<file path="config.mk">
export PLATFORM = sky130hd
export DESIGN_NAME = hhft_ram
export DESIGN_NICKNAME = d
export VERILOG_FILES = /design/src/hdl/assert_macros.svh /design/src/hdl/hhft_ram.sv
export SDC_FILE = /design/constraint.sdc
export NUM_CORES = 1
export LEC_CHECK = 0
export BUFFER_PORTS_ARGS = -buffer_cell sky130_fd_sc_hd__buf_2
export CAP_MARGIN = 10
export CORE_UTILIZATION = 65
export CTS_BUF_LIST = sky130_fd_sc_hd__clkbuf_4 sky130_fd_sc_hd__clkbuf_8
export DETAILED_ROUTE_END_ITERATION = 7
export PLACE_DENSITY = 0.86
export SLEW_MARGIN = 20
export SYNTH_ARGS = -nofsm -noshare
export SYNTH_HDL_FRONTEND = slang
export SYNTH_SLANG_ARGS = --single-unit
</file>
<file path="constraint.sdc">
create_clock -name i_clk -period 3 [get_ports i_clk]
set_clock_uncertainty 0.2 [all_clocks]
set_input_delay 0.3 -clock i_clk [delete_from_list [all_inputs] [get_ports i_clk]]
set_output_delay 0.3 -clock i_clk [all_outputs]
set_load 0.01 [all_outputs]
</file>
<file path="src/hdl/assert_macros.svh">
// assertion helpers included by the flow table rtl
`ifndef ASSERT_MACROS_SVH
`define ASSERT_MACROS_SVH

// property that must hold on every clock edge out of reset
`define ASSERT_ALWAYS(label, expr, msg) \
    label: assert property (@(posedge i_clk) disable iff (!i_rst_n) (expr)) else $error(msg);

// implication checked on every clock edge out of reset
`define ASSERT_IMPLY(label, ante, cons, msg) \
    label: assert property (@(posedge i_clk) disable iff (!i_rst_n) (ante) |-> (cons)) else $error(msg);

`endif

</file>
<file path="src/hdl/hhft_ram.sv">
// ----------------------------------------------------------------------------
// hhft_ram
// Simple dual port ram, one write port, one registered read port.
// ----------------------------------------------------------------------------
module hhft_ram #(
    parameter int WIDTH = 8,
    parameter int DEPTH = 16
) (
    input  logic                     i_clk,
    input  logic                     i_we,
    input  logic [$clog2(DEPTH)-1:0] i_waddr,
    input  logic [WIDTH-1:0]         i_wdata,
    input  logic [$clog2(DEPTH)-1:0] i_raddr,
    output logic [WIDTH-1:0]         o_rdata
);

    logic [WIDTH-1:0] r_mem [DEPTH];

    // write port and registered read
    always_ff @(posedge i_clk) begin
        if (i_we) begin
            r_mem[i_waddr] <= i_wdata;
        end
        o_rdata <= r_mem[i_raddr];
    end

endmodule

</file>
==> results of run 1 <==
## sequential cells by signal (all words and copies together), names as in the netlist
| register | flops |
|---|---|
| r_mem | 128 |
| o_rdata | 8 |
## metrics by stage
step / power, µW / utilization / cell area [µm²] / worst slack, ns
CTS: 3790 / 0.753 / 5790 / 1.19
finish: 3770 / 0.753 / 5790 / 1.14
global placement: 2360 / 0.701 / 5390 / 0.836
floorplan: 2290 / - / 5150 / 1.01
detailed placement: 2370 / 0.701 / 5390 / 0.773
global route: 3880 / 0.753 / 5790 / 1.12
## layout make-up
type / count / share of cell area
repair buffers: 33 / 0.0342
multi-input cells: 83 / 0.183
well taps: 102 / 0.0221
flip-flops and latches: 136 / 0.692
clock inverters: 12 / 0.0216
clock buffers: 20 / 0.0476
## kinds of logic after synthesis
family / synth area share
multiplexers: 0.150
AND/OR/NAND/NOR: 0.0318
buffers and inverters: 0.0168
AO/OA/AOI/OAI: 0.0233
flip-flops: 0.778
## critical path: cells and delay by family
| family | cells | cell delay [ns] |
|---|---|---|
| AND/OR/NAND/NOR | 1 | 0.12 |
| multiplexers | 1 | 0.60 |
| buffers and inverters | 2 | 0.60 |
| AO/OA/AOI/OAI | 1 | 0.30 |
## cell usage in the layout (no fill, tap or decap)
cell          n
a22oi_1      16
and2_1        1
and2b_1       1
buf_12        1
buf_2        25
buf_4         7
bufinv_16     2
clkbuf_8     20
clkinv_1      2
clkinv_2      2
clkinv_4      2
clkinvlp_4    4
dfxtp_1       8
edfxtp_1    128
mux4_1       14
mux4_2       18
nand2_1       9
nand2b_1      2
nand3_1       1
nand3b_1      2
nor2_1       13
nor2b_1       1
nor3_1        4
or3b_2        1
## routing by layer
layer | part of all wire | routed length, µm
met1 | 0.40 | 3500
met2 | 0.50 | 4460
met3 | 0.077 | 677
met4 | 0.021 | 189
met5 | 0 | 0
## how the worst max path moves through the flow
stage / start / end / slack, ns / cells past startpoint
after floorplan: i_waddr[2] / r_mem[0][0]$_DFFE_PP_ / 1.01 / 2
after global placement: i_raddr[0] / o_rdata[5]$_DFF_P_ / 0.84 / 5
after detailed placement: i_raddr[0] / o_rdata[2]$_DFF_P_ / 0.77 / 5
after CTS: i_raddr[0] / o_rdata[2]$_DFF_P_ / 1.19 / 5
after global routing: i_raddr[0] / o_rdata[2]$_DFF_P_ / 1.12 / 5
final: i_raddr[0] / o_rdata[2]$_DFF_P_ / 1.14 / 5
## where the power goes
| group | internal, µW | switching, µW |
|---|---|---|
| Combinational | 79.8 | 108 |
| Clock | 798 | 651 |
| Sequential | 2120 | 14.1 |
==> summary.txt, run 1 <==
Status
  • Status: finished, final reports clean

Cells and area
  • Fillers: 415
  • Final #Nets: 289
  • Sequential cell area: 4000 µm²
  • Non-filler instance count after layout: 386
  • Proportion of layout cells with a drive suffix above 1: 0.289
  • N_diodes: 0
  • Synthesis-to-layout area growth: 12.4%
  • Area of the multi-input gates: 1060 µm²

Min path
  • Tightest Hold Check Type: input pin to flop
  • Hold Path Sink: r_mem[13][1]$_DFFE_PP_
  • Worst hold stages: 1
  • Hold Startpoint: i_wdata[1]

Yosys
  • Ys flop type: edfxtp_1
  • Syn Std Cell Area: 5150 µm²
  • EDFF count, synth: 128
  • Yosys top cell area share: 0.747
  • Post-synth top cells: 128 x edfxtp_1, 18 x mux4_2, 16 x a22oi_1
  • Post-synthesis cell type count: 19
  • Cell count after synthesis: 229
  • Synth async-reset ratio: 0
  • Most frequent cell after synthesis: edfxtp_1
  • Top post-synthesis cells by area: edfxtp_1 75%, mux4_2 7.9%, mux4_1 7.1%, dfxtp_1 3.1%, a22oi_1 2.3%
  • Seq/Total Area, Yosys: 0.778
  • Avg Cell Area, Syn: 22.5 µm²
  • Mapped Nets: 247
  • Synth Warn #: 0
  • Area leader, netlist: edfxtp_1
  • Synth Register Bits: 136

Clock network
  • Reg clk slew, reported paths: 0.08 ns
  • CTS tree: yes
  • Hold buffer count at cts: 0
  • H-tree levels: 4
  • Total CTS buffers: 17
  • Clock Tree Buf Depth: 2
  • CTS Sinks: 136
  • CTS resizes: 0
  • CTS root buffer: clkbuf_8
  • Post-CTS Repair Setup Buffers: 0
  • Clk_lat worst skew: 0.42 ns

Floorplanning
  • Initial core utilization: 0.670
  • FP Rows: 32
  • Core area: 7690 µm²
  • Die width: 91.0 µm
  • Die area: 8280 µm²
  • Top-level I/O count: 26
  • Die H: 91.0 µm

STA
  • Fin. Hold Viols: 0
  • Final period util: 0.619
  • Shortest period the worst path allows: 1.86 ns
  • Slew headroom: 0.383
  • Worst slew pin tran: 0.922 ns
  • Total negative slack: 0 ns
  • Slew Limit Fails: 0
  • Final setup viols: 0
  • Unrepaired setup endpoints after global routing: false
  • F_max: 0.539 GHz
  • Hold Slack: 0.0531 ns

Job
  • Max-cap viol count: 0

Placement
  • Gpl congestion: 0.766
  • PortBufs: 25
  • Final HPWL DP: 5640 µm
  • Cells after DPL: 354

Setup path
  • Reg2reg setup slack: 1.37 ns
  • R2r endpoint: o_rdata[2]$_DFF_P_
  • Crit path DAT: 1.95 ns
  • Worst Path Required: 3.10 ns
  • Worst R2R Path Depth: 3
  • Worst R2R Start: r_mem[1][2]$_DFFE_PP_
  • Setup CP Type: input pin to flop
  • Crit. End Element: flop
  • Cells along the critical path: buf_2 > buf_12 > mux4_1 > a22oi_1 > nand2_1
  • Slowest-stage cell, CP: mux4_1
  • CP peak stage delay: 0.60 ns
  • Startpoint types: input pin
  • Crit Path Max Fanout: 21

Global route
  • Gr busiest metal: met2
  • Met2 Use GR: 0.378
  • GRT met1 Usage: 0.326
  • Global-route wire length before repair: 13600 µm
  • Initial antenna violation count: 0
  • Largest net degree at the start of global routing: 33
  • Grt ovf: 0
  • Overall Global Routing Usage: 0.238
  • Met3 global-route usage: 0.0477
  • Vias in the first global route: 2438

Detailed routing
  • DR vias: 2437
  • WL/cell: 22.9 µm
  • Router iterations before antenna repair: 5
  • # DRC: 0
  • Avg Vias per Cell: 6.31
  • Final wirelength: 8830 µm
  • Final ANT Viol Nets: 0
  • DRT iter0 DRCs: 256

Power
  • Maximum vdd ir drop: 0.462 mV
  • Pwr dens: 652 nW/µm²
  • P_leak: 0.00193 µW
No activity file was read; power rests on OpenSTA's default activity.
==> run 2: changes to the inputs <==
--- a/config.mk
+++ b/config.mk
@@ -7,10 +7,10 @@
 export LEC_CHECK = 0
 export BUFFER_PORTS_ARGS = -buffer_cell sky130_fd_sc_hd__buf_2
 export CAP_MARGIN = 10
-export CORE_UTILIZATION = 65
+export CORE_UTILIZATION = 63
 export CTS_BUF_LIST = sky130_fd_sc_hd__clkbuf_4 sky130_fd_sc_hd__clkbuf_8
 export DETAILED_ROUTE_END_ITERATION = 7
-export PLACE_DENSITY = 0.86
+export PLACE_DENSITY = 0.84
 export SLEW_MARGIN = 20
 export SYNTH_ARGS = -nofsm -noshare
 export SYNTH_HDL_FRONTEND = slang
==> constraint.sdc (replaced) <==
create_clock -name i_clk -period 1.8 [get_ports i_clk]
set_clock_uncertainty 0.2 [all_clocks]
set_input_delay 0.18 -clock i_clk [delete_from_list [all_inputs] [get_ports i_clk]]
set_output_delay 0.18 -clock i_clk [all_outputs]
set_load 0.01 [all_outputs]
==> run 2 against run 1 <==
Wire length grew 16%. Cell count grew 5.7%. Hold slack gained 0.018 ns. Critical endpoint is now o_rdata[0]$_DFF_P_. Largest power group unchanged.
==> summary.txt, run 2 (same netlist as run 1, synthesis figures left out) <==
STA
  • Hold Slack: 0.0712 ns (was 0.0531 ns)
  • Slew headroom: 0.742 (was 0.383)
  • Final setup viols: 0 (unchanged)
  • Worst Setup Slack, final: 0.0163 ns (was 1.14 ns)
  • Final period util: 0.991
  • Shortest period the worst path allows: 1.78 ns
  • Unrepaired setup endpoints after global routing: false (unchanged)
  • Slew Limit Fails: 0 (unchanged)
  • F_max: 0.561 GHz
  • Worst slew pin tran: 0.385 ns (was 0.922 ns)
  • Fin. Hold Viols: 0 (unchanged)

Setup path
  • R2r endpoint: o_rdata[0]$_DFF_P_ (was o_rdata[2]$_DFF_P_)
  • Crit Path Max Fanout: 1 (was 21)
  • Worst setup path end: o_rdata[0]$_DFF_P_ (was o_rdata[2]$_DFF_P_)
  • Worst R2R Start: r_mem[1][0]$_DFFE_PP_ (was r_mem[1][2]$_DFFE_PP_)
  • Crit. End Element: flop (unchanged)
  • Reg2reg setup slack: 0.02 ns (was 1.37 ns)
  • Worst Path Required: 1.90 ns (was 3.10 ns)
  • Worst R2R Path Depth: 3 (unchanged)
  • Crit path DAT: 1.88 ns (was 1.95 ns)
  • Setup CP Type: flop to flop (was input pin to flop)
  • Startpoint types: flop (was input pin)
  • CP startpoint: r_mem[1][0]$_DFFE_PP_ (was i_raddr[0])

Global route
  • Vias in the first global route: 2607 (was 2438)
  • Initial antenna violation count: 0 (unchanged)
  • Largest net degree at the start of global routing: 33 (unchanged)
  • Grt ovf: 0 (unchanged)
  • Overall Global Routing Usage: 0.269 (was 0.238)
  • Global-route wire length before repair: 15200 µm (was 13600 µm)

Clock network
  • Clock Tree Buf Depth: 2 (unchanged)
  • CTS root buffer: clkbuf_8 (unchanged)
  • CTS Sinks: 136 (unchanged)
  • Reg clk slew, reported paths: 0.07 ns (was 0.08 ns)
  • H-tree levels: 4 (unchanged)
  • Clk_lat worst skew: 0.43 ns (was 0.42 ns)
  • CTS tree: yes (unchanged)
  • Post-CTS Repair Setup Buffers: 0 (unchanged)
  • Total CTS buffers: 17 (unchanged)

Detailed routing
  • Final wirelength: 10300 µm (was 8830 µm)
  • WL/cell: 25.2 µm (was 22.9 µm)
  • Avg Vias per Cell: 6.29 (was 6.31)
  • DRT iter0 DRCs: 217 (was 256)
  • # DRC: 0 (unchanged)
  • Router iterations before antenna repair: 4 (was 5)
  • Final ANT Viol Nets: 0 (unchanged)
  • DR vias: 2565 (was 2437)

Cells and area
  • Number of flip-flops in the largest register: 128 (unchanged)
  • Final #Nets: 311 (was 289)
  • N_diodes: 0 (unchanged)
  • Most frequent cells in the layout: 128 x edfxtp_1, 25 x buf_2, 19 x buf_4 (was 128 x edfxtp_1, 25 x buf_2, 20 x clkbuf_8)
  • Most common cell after layout, fill and taps aside: edfxtp_1 (unchanged)
  • Register with the most flip-flops: r_mem (unchanged)
  • Fillers: 388 (was 415)
  • Area of the multi-input gates: 1060 µm² (about the same)
  • Sequential cell area: 4000 µm² (unchanged)
  • Largest registers: r_mem: 128 flops, o_rdata: 8 flops (unchanged)
  • Synthesis-to-layout area growth: 17.8% (was 12.4%)
  • Proportion of layout cells with a drive suffix above 1: 0.320 (was 0.289)

Floorplanning
  • Core area: 7810 µm² (was 7690 µm²)
  • Top-level I/O count: 26 (unchanged)
  • FP Rows: 32 (unchanged)
  • Die width: 92.4 µm (was 91.0 µm)
  • Die area: 8540 µm² (was 8280 µm²)
  • Die H: 92.4 µm (was 91.0 µm)
  • Initial core utilization: 0.659 (was 0.670)

Placement
  • Place WS: -0.0227 ns (was 0.773 ns)
  • Gpl congestion: 0.754 (was 0.766)
  • Final HPWL DP: 5990 µm (was 5640 µm)
  • PortBufs: 25 (unchanged)

Min path
  • Tightest Hold Check Type: input pin to flop (unchanged)

Power
  • Maximum vdd ir drop: 0.719 mV (was 0.462 mV)
  • P_leak: 0.00208 µW (was 0.00193 µW)
  • Pwr dens: 1110 nW/µm² (was 652 nW/µm²)

Status
  • Status: finished, final reports clean (unchanged)

Job
  • Max-cap viol count: 0 (unchanged)
## run 2: metrics by stage
stage	instance area (µm²)	TNS (ns)	cells	power [µW]	util
finish	6060	0	408	6740	0.777
global route	6060	0	408	6930	0.777
CTS	6060	0	408	6780	0.777
detailed placement	5520	-0.0607	368	3970	0.707
global placement	5520	-0.00664	368	3950	0.707
floorplan	5150	0	229	3810	-
## run 2: repair_timing
item,in CTS,in global routing
gates resized for setup,0,0
hold buffers,8,0
endpoints found under the hold margin,128,0
## run 2: worst min path at each step
| stage | end | depth (start not counted) | startpoint | slack (ns) |
|---|---|---|---|---|
| final | o_rdata[4]$_DFF_P_ | 4 | i_raddr[3] | 0.07 |
| after global routing | o_rdata[1]$_DFF_P_ | 4 | i_raddr[3] | 0.07 |
| after CTS | o_rdata[4]$_DFF_P_ | 4 | i_raddr[3] | 0.04 |
| after detailed placement | r_mem[6][5]$_DFFE_PP_ | 1 | i_wdata[5] | 0.37 |
| after global placement | r_mem[6][5]$_DFFE_PP_ | 1 | i_wdata[5] | 0.35 |
| after floorplan | r_mem[0][0]$_DFFE_PP_ | 0 | i_wdata[0] | 0.08 |
## run 2: layout make-up
cell class / instances / area share
flip-flops and latches: 136 / 0.660
well taps: 102 / 0.0210
clock buffers: 20 / 0.0433
clock inverters: 12 / 0.0328
repair buffers: 55 / 0.0673
multi-input cells: 83 / 0.175
## run 2: metal layers
layer  up-vias  share of wire  global-route usage  wire length [µm]
met5         -              0                   0                 0
met4         0          0.020               0.109               210
met3        17          0.062              0.0690               639
met2       134           0.53               0.443              5480
met1      1308           0.38               0.347              3940
li1       1106              -                   -                 -
## run 2: worst max-delay path, cell delays in order, from the launching register on
cell and delay, ns:
edfxtp_1 0.43, mux4_1 0.59, a22oi_1 0.33, nand2_1 0.11
## run 2: where the power goes
part	total, µW	internal, µW	switching (µW)
Combinational	354	161	192
Sequential	3570	3540	28.6
Clock	2830	1710	1110
Total	6740	5410	1330
