--- src/hdl/assert_macros.svh ---
// assertion helpers included by the flow table rtl
`ifndef ASSERT_MACROS_SVH
`define ASSERT_MACROS_SVH

// property that must hold on every clock edge out of reset
`define ASSERT_ALWAYS(label, expr, msg) \
    label: assert property (@(posedge i_clk) disable iff (!i_rst_n) (expr)) else $error(msg);

// implication checked on every clock edge out of reset
`define ASSERT_IMPLY(label, ante, cons, msg) \
    label: assert property (@(posedge i_clk) disable iff (!i_rst_n) (ante) |-> (cons)) else $error(msg);

`endif

--- src/hdl/hhft_pkg.sv ---
// ----------------------------------------------------------------------------
// hhft_pkg
// Types and codes shared by the flow table and its divider.
// ----------------------------------------------------------------------------
package hhft_pkg;

    localparam int ADDR_W  = 32;
    localparam int PROTO_W = 8;
    localparam int PORT_W  = 16;
    localparam int CNT_W   = 32;
    localparam int TIME_W  = 48;
    localparam int RATE_W  = 40;
    localparam int TPS_W   = 32;
    localparam int PROD_W  = 64;
    localparam int CFG_W   = 48;

    localparam logic [RATE_W-1:0] RATE_MAX = {RATE_W{1'b1}};
    localparam logic [CNT_W-1:0]  CNT_MAX  = {CNT_W{1'b1}};

    // input op codes
    localparam logic [1:0] OP_PACKET  = 2'd0;
    localparam logic [1:0] OP_SWEEP   = 2'd1;
    localparam logic [1:0] OP_SUMMARY = 2'd2;

    // result kinds
    localparam logic [1:0] KIND_PACKET  = 2'd0;
    localparam logic [1:0] KIND_SWEEP   = 2'd1;
    localparam logic [1:0] KIND_SUMMARY = 2'd2;

    // result status
    localparam logic [1:0] ST_EXISTING = 2'd0;
    localparam logic [1:0] ST_NEW      = 2'd1;
    localparam logic [1:0] ST_FULL     = 2'd2;
    localparam logic [1:0] ST_NONE     = 2'd3;

    // configuration register indexes
    localparam logic [1:0] CFG_TIMEOUT  = 2'd0;
    localparam logic [1:0] CFG_MIN_SPAN = 2'd1;
    localparam logic [1:0] CFG_TPS      = 2'd2;

    typedef struct packed {
        logic [ADDR_W-1:0]  src_addr;
        logic [ADDR_W-1:0]  dst_addr;
        logic [PROTO_W-1:0] protocol;
        logic [PORT_W-1:0]  src_port;
        logic [PORT_W-1:0]  dst_port;
    } t_flow_key;

    typedef struct packed {
        logic              valid;
        t_flow_key         key;
        logic [CNT_W-1:0]  count;
        logic [TIME_W-1:0] first_seen;
        logic [TIME_W-1:0] last_seen;
    } t_flow_rec;

endpackage

--- src/hdl/hhft_div.sv ---
// ----------------------------------------------------------------------------
// hhft_div
// Restoring divider, one quotient bit per cycle, 64 by 48 bits.
// ----------------------------------------------------------------------------
module hhft_div (
    input  logic                       i_clk,
    input  logic                       i_rst_n,
    input  logic                       i_start,
    input  logic [hhft_pkg::PROD_W-1:0] i_dividend,
    input  logic [hhft_pkg::TIME_W-1:0] i_divisor,
    output logic                       o_done,
    output logic [hhft_pkg::PROD_W-1:0] o_quot
);
    import hhft_pkg::*;

    localparam int STEP_W = $clog2(PROD_W);

    logic              r_busy;
    logic              r_done;
    logic [STEP_W-1:0] r_step;
    logic [TIME_W:0]   r_rem;
    logic [PROD_W-1:0] r_quot;
    logic [TIME_W-1:0] r_div;

    logic [TIME_W:0]   rem_sh;
    logic [TIME_W+1:0] trial;

    // one restoring step
    always_comb begin
        rem_sh = {r_rem[TIME_W-1:0], r_quot[PROD_W-1]};
        trial  = {1'b0, rem_sh} - {2'b00, r_div};
    end

    always_ff @(posedge i_clk) begin
        if (!i_rst_n) begin
            r_busy <= 1'b0;
            r_done <= 1'b0;
            r_step <= '0;
        end else begin
            r_done <= 1'b0;
            if (i_start) begin
                r_busy <= 1'b1;
                r_step <= '0;
                r_rem  <= '0;
                r_quot <= i_dividend;
                r_div  <= i_divisor;
            end else if (r_busy) begin
                if (!trial[TIME_W+1]) begin
                    r_rem  <= trial[TIME_W:0];
                    r_quot <= {r_quot[PROD_W-2:0], 1'b1};
                end else begin
                    r_rem  <= rem_sh;
                    r_quot <= {r_quot[PROD_W-2:0], 1'b0};
                end
                r_step <= r_step + 1'b1;
                if (r_step == STEP_W'(PROD_W - 1)) begin
                    r_busy <= 1'b0;
                    r_done <= 1'b1;
                end
            end
        end
    end

    assign o_done = r_done;
    assign o_quot = r_quot;

endmodule

--- config.mk ---
export PLATFORM = sky130hd
export DESIGN_NAME = hhft_div
export DESIGN_NICKNAME = d
export VERILOG_FILES = /design/src/hdl/assert_macros.svh /design/src/hdl/hhft_pkg.sv /design/src/hdl/hhft_div.sv
export SDC_FILE = /design/constraint.sdc
export NUM_CORES = 1
export LEC_CHECK = 0
export BUFFER_PORTS_ARGS = -buffer_cell sky130_fd_sc_hd__buf_2
export CORE_AREA = 2 2 168 170
export DETAILED_ROUTE_END_ITERATION = 8
export DIE_AREA = 0 0 170 172
export SLEW_MARGIN = 25
export SYNTH_ARGS = -nofsm -noshare
export SYNTH_HDL_FRONTEND = slang
export SYNTH_SLANG_ARGS = --single-unit
--- constraint.sdc ---
create_clock -name i_clk -period 6 [get_ports i_clk]
set_input_delay 1.2 -clock i_clk [delete_from_list [all_inputs] [get_ports i_clk]]
set_output_delay 1.2 -clock i_clk [all_outputs]
set_load 0.01 [all_outputs]
==> results of run 1 <==
[sequential cells by signal (all words and copies together), names as in the netlist]
signal  flops
o_done      1
o_quot     64
r_busy      1
r_div      48
r_rem      48
r_step      6
[metrics by stage]
stage	util, %	cells	hold WS, ps	area [µm²]	setup slack, ps
after CTS	41.50	1349	491.7	11400	2052
after global placement	39.30	1317	470.5	10800	2102
after global routing	41.61	1351	507.0	11430	1986
after detailed placement	39.31	1317	480.5	10800	2038
after floorplan	-	823	454.1	9726	1478
final	41.62	1352	492.8	11440	2233
[cells in the final DEF, fill, tap and decap left out, types with 29 or more instances in the layout]
| cell | Yosys | routed |
|---|---|---|
| a21oi_1 | 53 | 53 |
| buf_2 | 0 | 178 |
| edfxtp_1 | 160 | 160 |
| ha_1 | 49 | 49 |
| inv_1 | 64 | 62 |
| mux2_2 | 65 | 65 |
| mux2i_1 | 40 | 40 |
| nand2_1 | 38 | 38 |
| nor2_1 | 65 | 65 |
| o21ai_0 | 29 | 29 |
[layer usage]
metal	vias up	share of wire (%)	global-route usage, %
met5	-	0.25	0
met4	8	1.0	4.236
met3	23	8.1	5.310
met2	219	46	25.70
met1	3210	45	20.11
li1	3390	-	-
[critical path, cell delays in order (launching register included)]
cell and delay (ps):
edfxtp_1 400, ha_1 430, a21o_1 230, a311oi_1 260, nor3_1 110, o41ai_1 470
a31oi_1 240, a21boi_1 520, o21ai_1 240, a21boi_0 300, xor2_1 200, a211oi_2 90
[synthesized netlist by cell type, types with 6 or more instances]
master and number:
o21bai_1 10, buf_12 6, edfxtp_1 160, mux2i_1 40, xor2_1 19, dfxtp_1 8
a21boi_0 6, clkbuf_1 17, nand4_1 8, a21oi_1 53, buf_6 6, xnor2_1 26
nor2_1 65, nand3_1 11, o21ai_0 29, inv_1 64, nor2_2 7, mux2_2 65
ha_1 49, nor3_1 11, a211oi_2 8, nor2b_1 8, a31oi_1 8, nand2b_1 6
nand2_1 38, a21o_1 14
[logic make-up (layout without fill, tap and decap cells)]
group,Yosys count,after routing,share of synthesized area [%]
other,0,2,0
AO/OA/AOI/OAI,172,172,12.03
adder cells (fa/ha/maj),50,50,6.510
buffers and inverters,97,278,5.313
AND/OR/NAND/NOR,186,186,9.404
XOR/XNOR,45,45,4.053
multiplexers,105,105,11.64
flip-flops,168,168,51.05
[worst paths after layout]
check | to | cells past startpoint | from
worst max register to register | r_rem[39]$_SDFFCE_PP0P_ | 11 | r_rem[13]$_SDFFCE_PP0P_
worst max-delay path | r_rem[39]$_SDFFCE_PP0P_ | 11 | r_rem[13]$_SDFFCE_PP0P_
worst min register to register | r_step[5]$_SDFFE_PP0P_ | 2 | r_step[5]$_SDFFE_PP0P_
worst min-delay path | r_step[5]$_SDFFE_PP0P_ | 2 | r_step[5]$_SDFFE_PP0P_
[area by class of cell]
class                   count  area share, %
well taps                 346          3.786
diodes                      2        0.04376
clock inverters            15          1.554
inverters                  64          2.144
repair buffers            182          8.228
flip-flops and latches    168          43.41
multi-input cells         558          37.11
clock buffers              17          3.720
[power groups by stage]
stage	Combinational, mW	Clock [mW]	Sequential [mW]
2_1_floorplan	0.641	0	1.48
3_3_place_gp	0.804	0	1.48
3_5_place_dp	0.814	0	1.48
4_1_cts	0.818	1.17	1.45
5_1_grt	0.915	1.21	1.46
6_report	0.817	1.13	1.45
==> metrics.md, run 1 <==
| Metric | Value |
|---|---|
| Outcome | `complete, no violations` |
| Yosys top cell area share | `49.40%` |
| Setup-failing EPs final | `0` |
| Layout cells sized above 1 | `30.98%` |
| # nets final | `1156` |
| DRT Wirelength | `22470 µm` |
| Seq pwr share | `42.6%` |
| # port buffers | `179` |
| Setup Skew | `15.22 ps` |
| Initial antenna violation count | `5` |
| Area contributors post-synth | `edfxtp_1 49%, mux2_2 7.5%, ha_1 6.3%, mux2i_1 4.1%, a21oi_1 2.7%` |
| Global-route wire length before repair | `36110 µm` |
| Tcrit/Tclk final | `62.79%` |
| Detailed Place HPWL | `15950 µm` |
| Initial drt markers | `417` |
| Switch share | `30.58%` |
| Setup repair bufs after CTS | `0` |
| Maximum buffer depth of the clock tree | `2` |
| Min-delay worst type | `reg2reg` |
| Maxcap violations | `0` |
| Clock transition at the registers of the reported paths | `70 ps` |
| Setup crit start kind | `register` |
| RSZ-0062 raised after global routing | `false` |
| Clock share of power | `33.3%` |
| Critical path data arrival time | `3920 ps` |
| Core area | `27480 µm²` |
| Max Fanout on Critical Path | `8` |
| Worst Tran Pin Value | `990.0 ps` |
| Tmin final | `3767 ps` |
| Vias | `6850` |
| Final hold vios | `0` |
| Register Area | `4965 µm²` |
| DRC | `0` |
| Routed length per placed instance | `16.62 µm` |
| PwrDens | `297.6 nW/µm²` |
| Synth async-reset ratio | `0%` |
| Rel. slew slack | `34.00%` |
| Area Overhead vs Synth | `17.59%` |
| Worst reg2reg setup slack | `2230 ps` |
| CP endpoint kind | `register` |
| P_sw | `1.041 mW` |
| Die Ht | `172 µm` |
| Width of the chip | `170 µm` |
| Area occupied by multi-input gates | `4244 µm²` |
| Max Clock Freq | `0.2654 GHz` |
| Die area | `29240 µm²` |
| Area leader, netlist | `edfxtp_1` |
| Worst Path Required | `6150 ps` |
| Max VDD drop | `138.6 µV` |
| Slew Viols, Final | `0` |
| Syn Inst Count | `823` |
| Critical setup path kind | `reg2reg` |
| Max H-tree Level | `4` |
| Filler cells | `2658` |
| Final setup TNS | `0 ps` |
| Register area share after synthesis | `51.05%` |
| Vias in the first global route | `6932` |
| Initial core utilization | `35.40%` |
| Number of synthesized flops with an enable pin | `160` |
| CTS tree | `built` |
| YS warnings | `0` |
| Grt total ovfl | `0` |
| Largest net degree at the start of global routing | `74` |
| Number of synthesized register bits | `168` |
| DRT antenna net count | `0` |
| Cts bufs inserted | `17` |
| Synthesized net count | `988` |
| Clock root buffer | `clkbuf_16` |
| Final RePlAce weighted congestion | `0.8016` |
| Cell-internal power | `2.363 mW` |
| Unique masters post-synth | `68` |
| CTS Hold Bufs | `0` |
| All-layer global routing usage | `15.76%` |
| Row count | `61` |
| Syn Area/Cell | `11.82 µm²` |
| Post-cts resize count | `0` |
| # IOs | `180` |
| Via density per instance | `5.067` |
| Drt pass-1 iters | `5` |
| Cell Area, Synth | `9726 µm²` |
| Clk_lat worst skew | `440 ps` |
| Total power | `3.403 mW` |
| Dominant synthesized flop cell | `edfxtp_1` |
| Share of total power in combinational logic | `24.0%` |
| Clock sinks | `168` |
| Leakage | `4.827 nW` |
(Power assumes the default switching activity.)
==> run 2, diff against run 1 <==
==> constraint.sdc (replaced) <==
create_clock -name i_clk -period 3.5 [get_ports i_clk]
set_input_delay 0.7 -clock i_clk [delete_from_list [all_inputs] [get_ports i_clk]]
set_output_delay 0.7 -clock i_clk [all_outputs]
set_load 0.01 [all_outputs]
==> metrics.md, run 2 (synthesis gave the netlist of run 1 again) <==
| Metric | Value |
|---|---|
| Final WS setup | `187.3 ps` |
| Outcome | `complete, no violations` |
| Number of flip-flops in the largest register | `64` |
| Setup crit start kind | `register` |
| # nets final | `1168` |
| Initial core utilization | `35.40%` |
| Routed length per placed instance | `16.99 µm` |
| Tmin final | `3313 ps` |
| Area occupied by multi-input gates | `4340 µm²` |
| Via density per instance | `5.081` |
| Final hold vios | `0` |
| Max Clock Freq | `0.3019 GHz` |
| Slew Viols, Final | `0` |
| CTS tree | `built` |
| Maxcap violations | `0` |
| Clock root buffer | `clkbuf_16` |
| Maximum buffer depth of the clock tree | `2` |
| Commonest non-fill, non-tap cell in the layout | `buf_2` |
| Worst Tran Pin Value | `636.2 ps` |
| Worst Path Required | `3650 ps` |
| Grt total ovfl | `0` |
| Filler cells | `2656` |
| Max VDD drop | `322.0 µV` |
| Row count | `61` |
| Cts bufs inserted | `17` |
| Min-delay worst type | `in2reg` |
| Area Overhead vs Synth | `20.15%` |
| Die Ht | `172 µm` |
| Global-route wire length before repair | `36630 µm` |
| Layout cells sized above 1 | `33.07%` |
| Clock transition at the registers of the reported paths | `80 ps` |
| CP endpoint kind | `register` |
| Register Area | `4965 µm²` |
| Die area | `29240 µm²` |
| Drt pass-1 iters | `4` |
| # IOs | `180` |
| Rel. slew slack | `57.59%` |
| Setup-failing EPs final | `0` |
| Vias | `6925` |
| Final RePlAce weighted congestion | `0.8347` |
| Vias in the first global route | `7088` |
| Critical setup path kind | `reg2reg` |
| Crit-path slowest cell | `or3_1` |
| Final setup TNS | `0 ps` |
| DRC | `0` |
| Max H-tree Level | `4` |
| # port buffers | `179` |
| Clk_lat worst skew | `440 ps` |
| Initial drt markers | `362` |
| Leakage | `4.899 nW` |
| CTS Hold Bufs | `0` |
| Leading cell types in the layout, fill and taps excluded | `178 x buf_2, 160 x edfxtp_1, 65 x nor2_1, 65 x mux2_2, 62 x inv_1` |
| Setup Skew | `17.62 ps` |
| Place WS | `54.23 ps` |
| Detailed Place HPWL | `16490 µm` |
| All-layer global routing usage | `16.14%` |
| DRT Wirelength | `23160 µm` |
| Core area | `27480 µm²` |
| Initial antenna violation count | `4` |
| Largest net degree at the start of global routing | `113` |
| Width of the chip | `170 µm` |
| Tcrit/Tclk final | `94.65%` |
| PwrDens | `510.4 nW/µm²` |
| Critical path data arrival time | `3470 ps` |
| Worst stage delay on the critical path | `440 ps` |
| Worst hold slack | `427.5 ps` |
| CP cell instances | `ha_1, and2_1, a221oi_2, a21oi_2, or3_1, a31o_2, a31oi_1, o21bai_1, a21boi_1, xor2_1, a211oi_2` |
| Max Fanout on Critical Path | `4` |
| DRT antenna net count | `0` |
| Clock sinks | `168` |
[run 2: cell types whose count changed in the layout (fill, tap and decap cells not counted), sizes merged]
cell / previous run / this run
diode: 2 / 1
clkbuf: 17 / 19
bufinv: 1 / 2
inv: 71 / 70
clkinvlp: 1 / 3
buf: 182 / 193
clkinv: 6 / 3
[run 2: report_power, final]
part / switching [mW] / leakage, nW / internal [mW]
combinational: 0.811 / 3.01 / 0.669
clock: 0.908 / 0.292 / 1.09
sequential: 0.0820 / 1.59 / 2.41
[run 2: what timing repair did]
action,CTS,global route
endpoints found under the setup margin,0,42
buffers inserted,0,2
resized for setup,0,19
[run 2: per-stage QoR]
stage	util, %	instances	area [µm²]	power, mW
6_report	42.53	1363	11690	5.964
4_1_cts	42.02	1359	11550	5.985
3_3_place_gp	39.80	1327	10940	3.952
5_1_grt	42.52	1362	11680	6.283
2_1_floorplan	-	823	9729	3.632
3_5_place_dp	39.80	1327	10940	3.964
[run 2: final cells by class]
type                       instances  area share (%)
sequential                       168           42.49
multi-input combinational        558           37.15
timing repair buffer             194           9.337
tap                              346           3.705
clock buffer                      18           3.673
inverter                          64           2.088
clock inverter                    14           1.542
antenna                            1         0.02142
[run 2: layer usage]
| layer | GRT usage, % | wire length (µm) | vias to the layer above |
|---|---|---|---|
| met5 | 0 | 32 | - |
| met4 | 4.311 | 314 | 6 |
| met3 | 6.088 | 1851 | 26 |
| met2 | 26.48 | 10740 | 201 |
| met1 | 20.03 | 10220 | 3284 |
| li1 | - | - | 3408 |
[run 2: critical path: cells and delay by family, from the launching register on]
kind | cells | cell delay [ps]
and+or+nand+nor | 2 | 630
adders and majority gates | 1 | 370
DFF | 1 | 400
xor gates and xnor gates | 1 | 190
AOI/OAI and AO/OA | 7 | 1450
[run 2: worst paths after layout]
check	cells after the start	from	slack (ps)	end
worst min-delay path	1	i_divisor[12]	430	r_div[12]$_DFFE_PP_
worst max-delay path	11	r_rem[3]$_SDFFCE_PP0P_	190	r_rem[19]$_SDFFCE_PP0P_
worst min register to register	2	r_step[5]$_SDFFE_PP0P_	500	r_step[5]$_SDFFE_PP0P_
worst max register to register	11	r_rem[3]$_SDFFCE_PP0P_	190	r_rem[19]$_SDFFCE_PP0P_
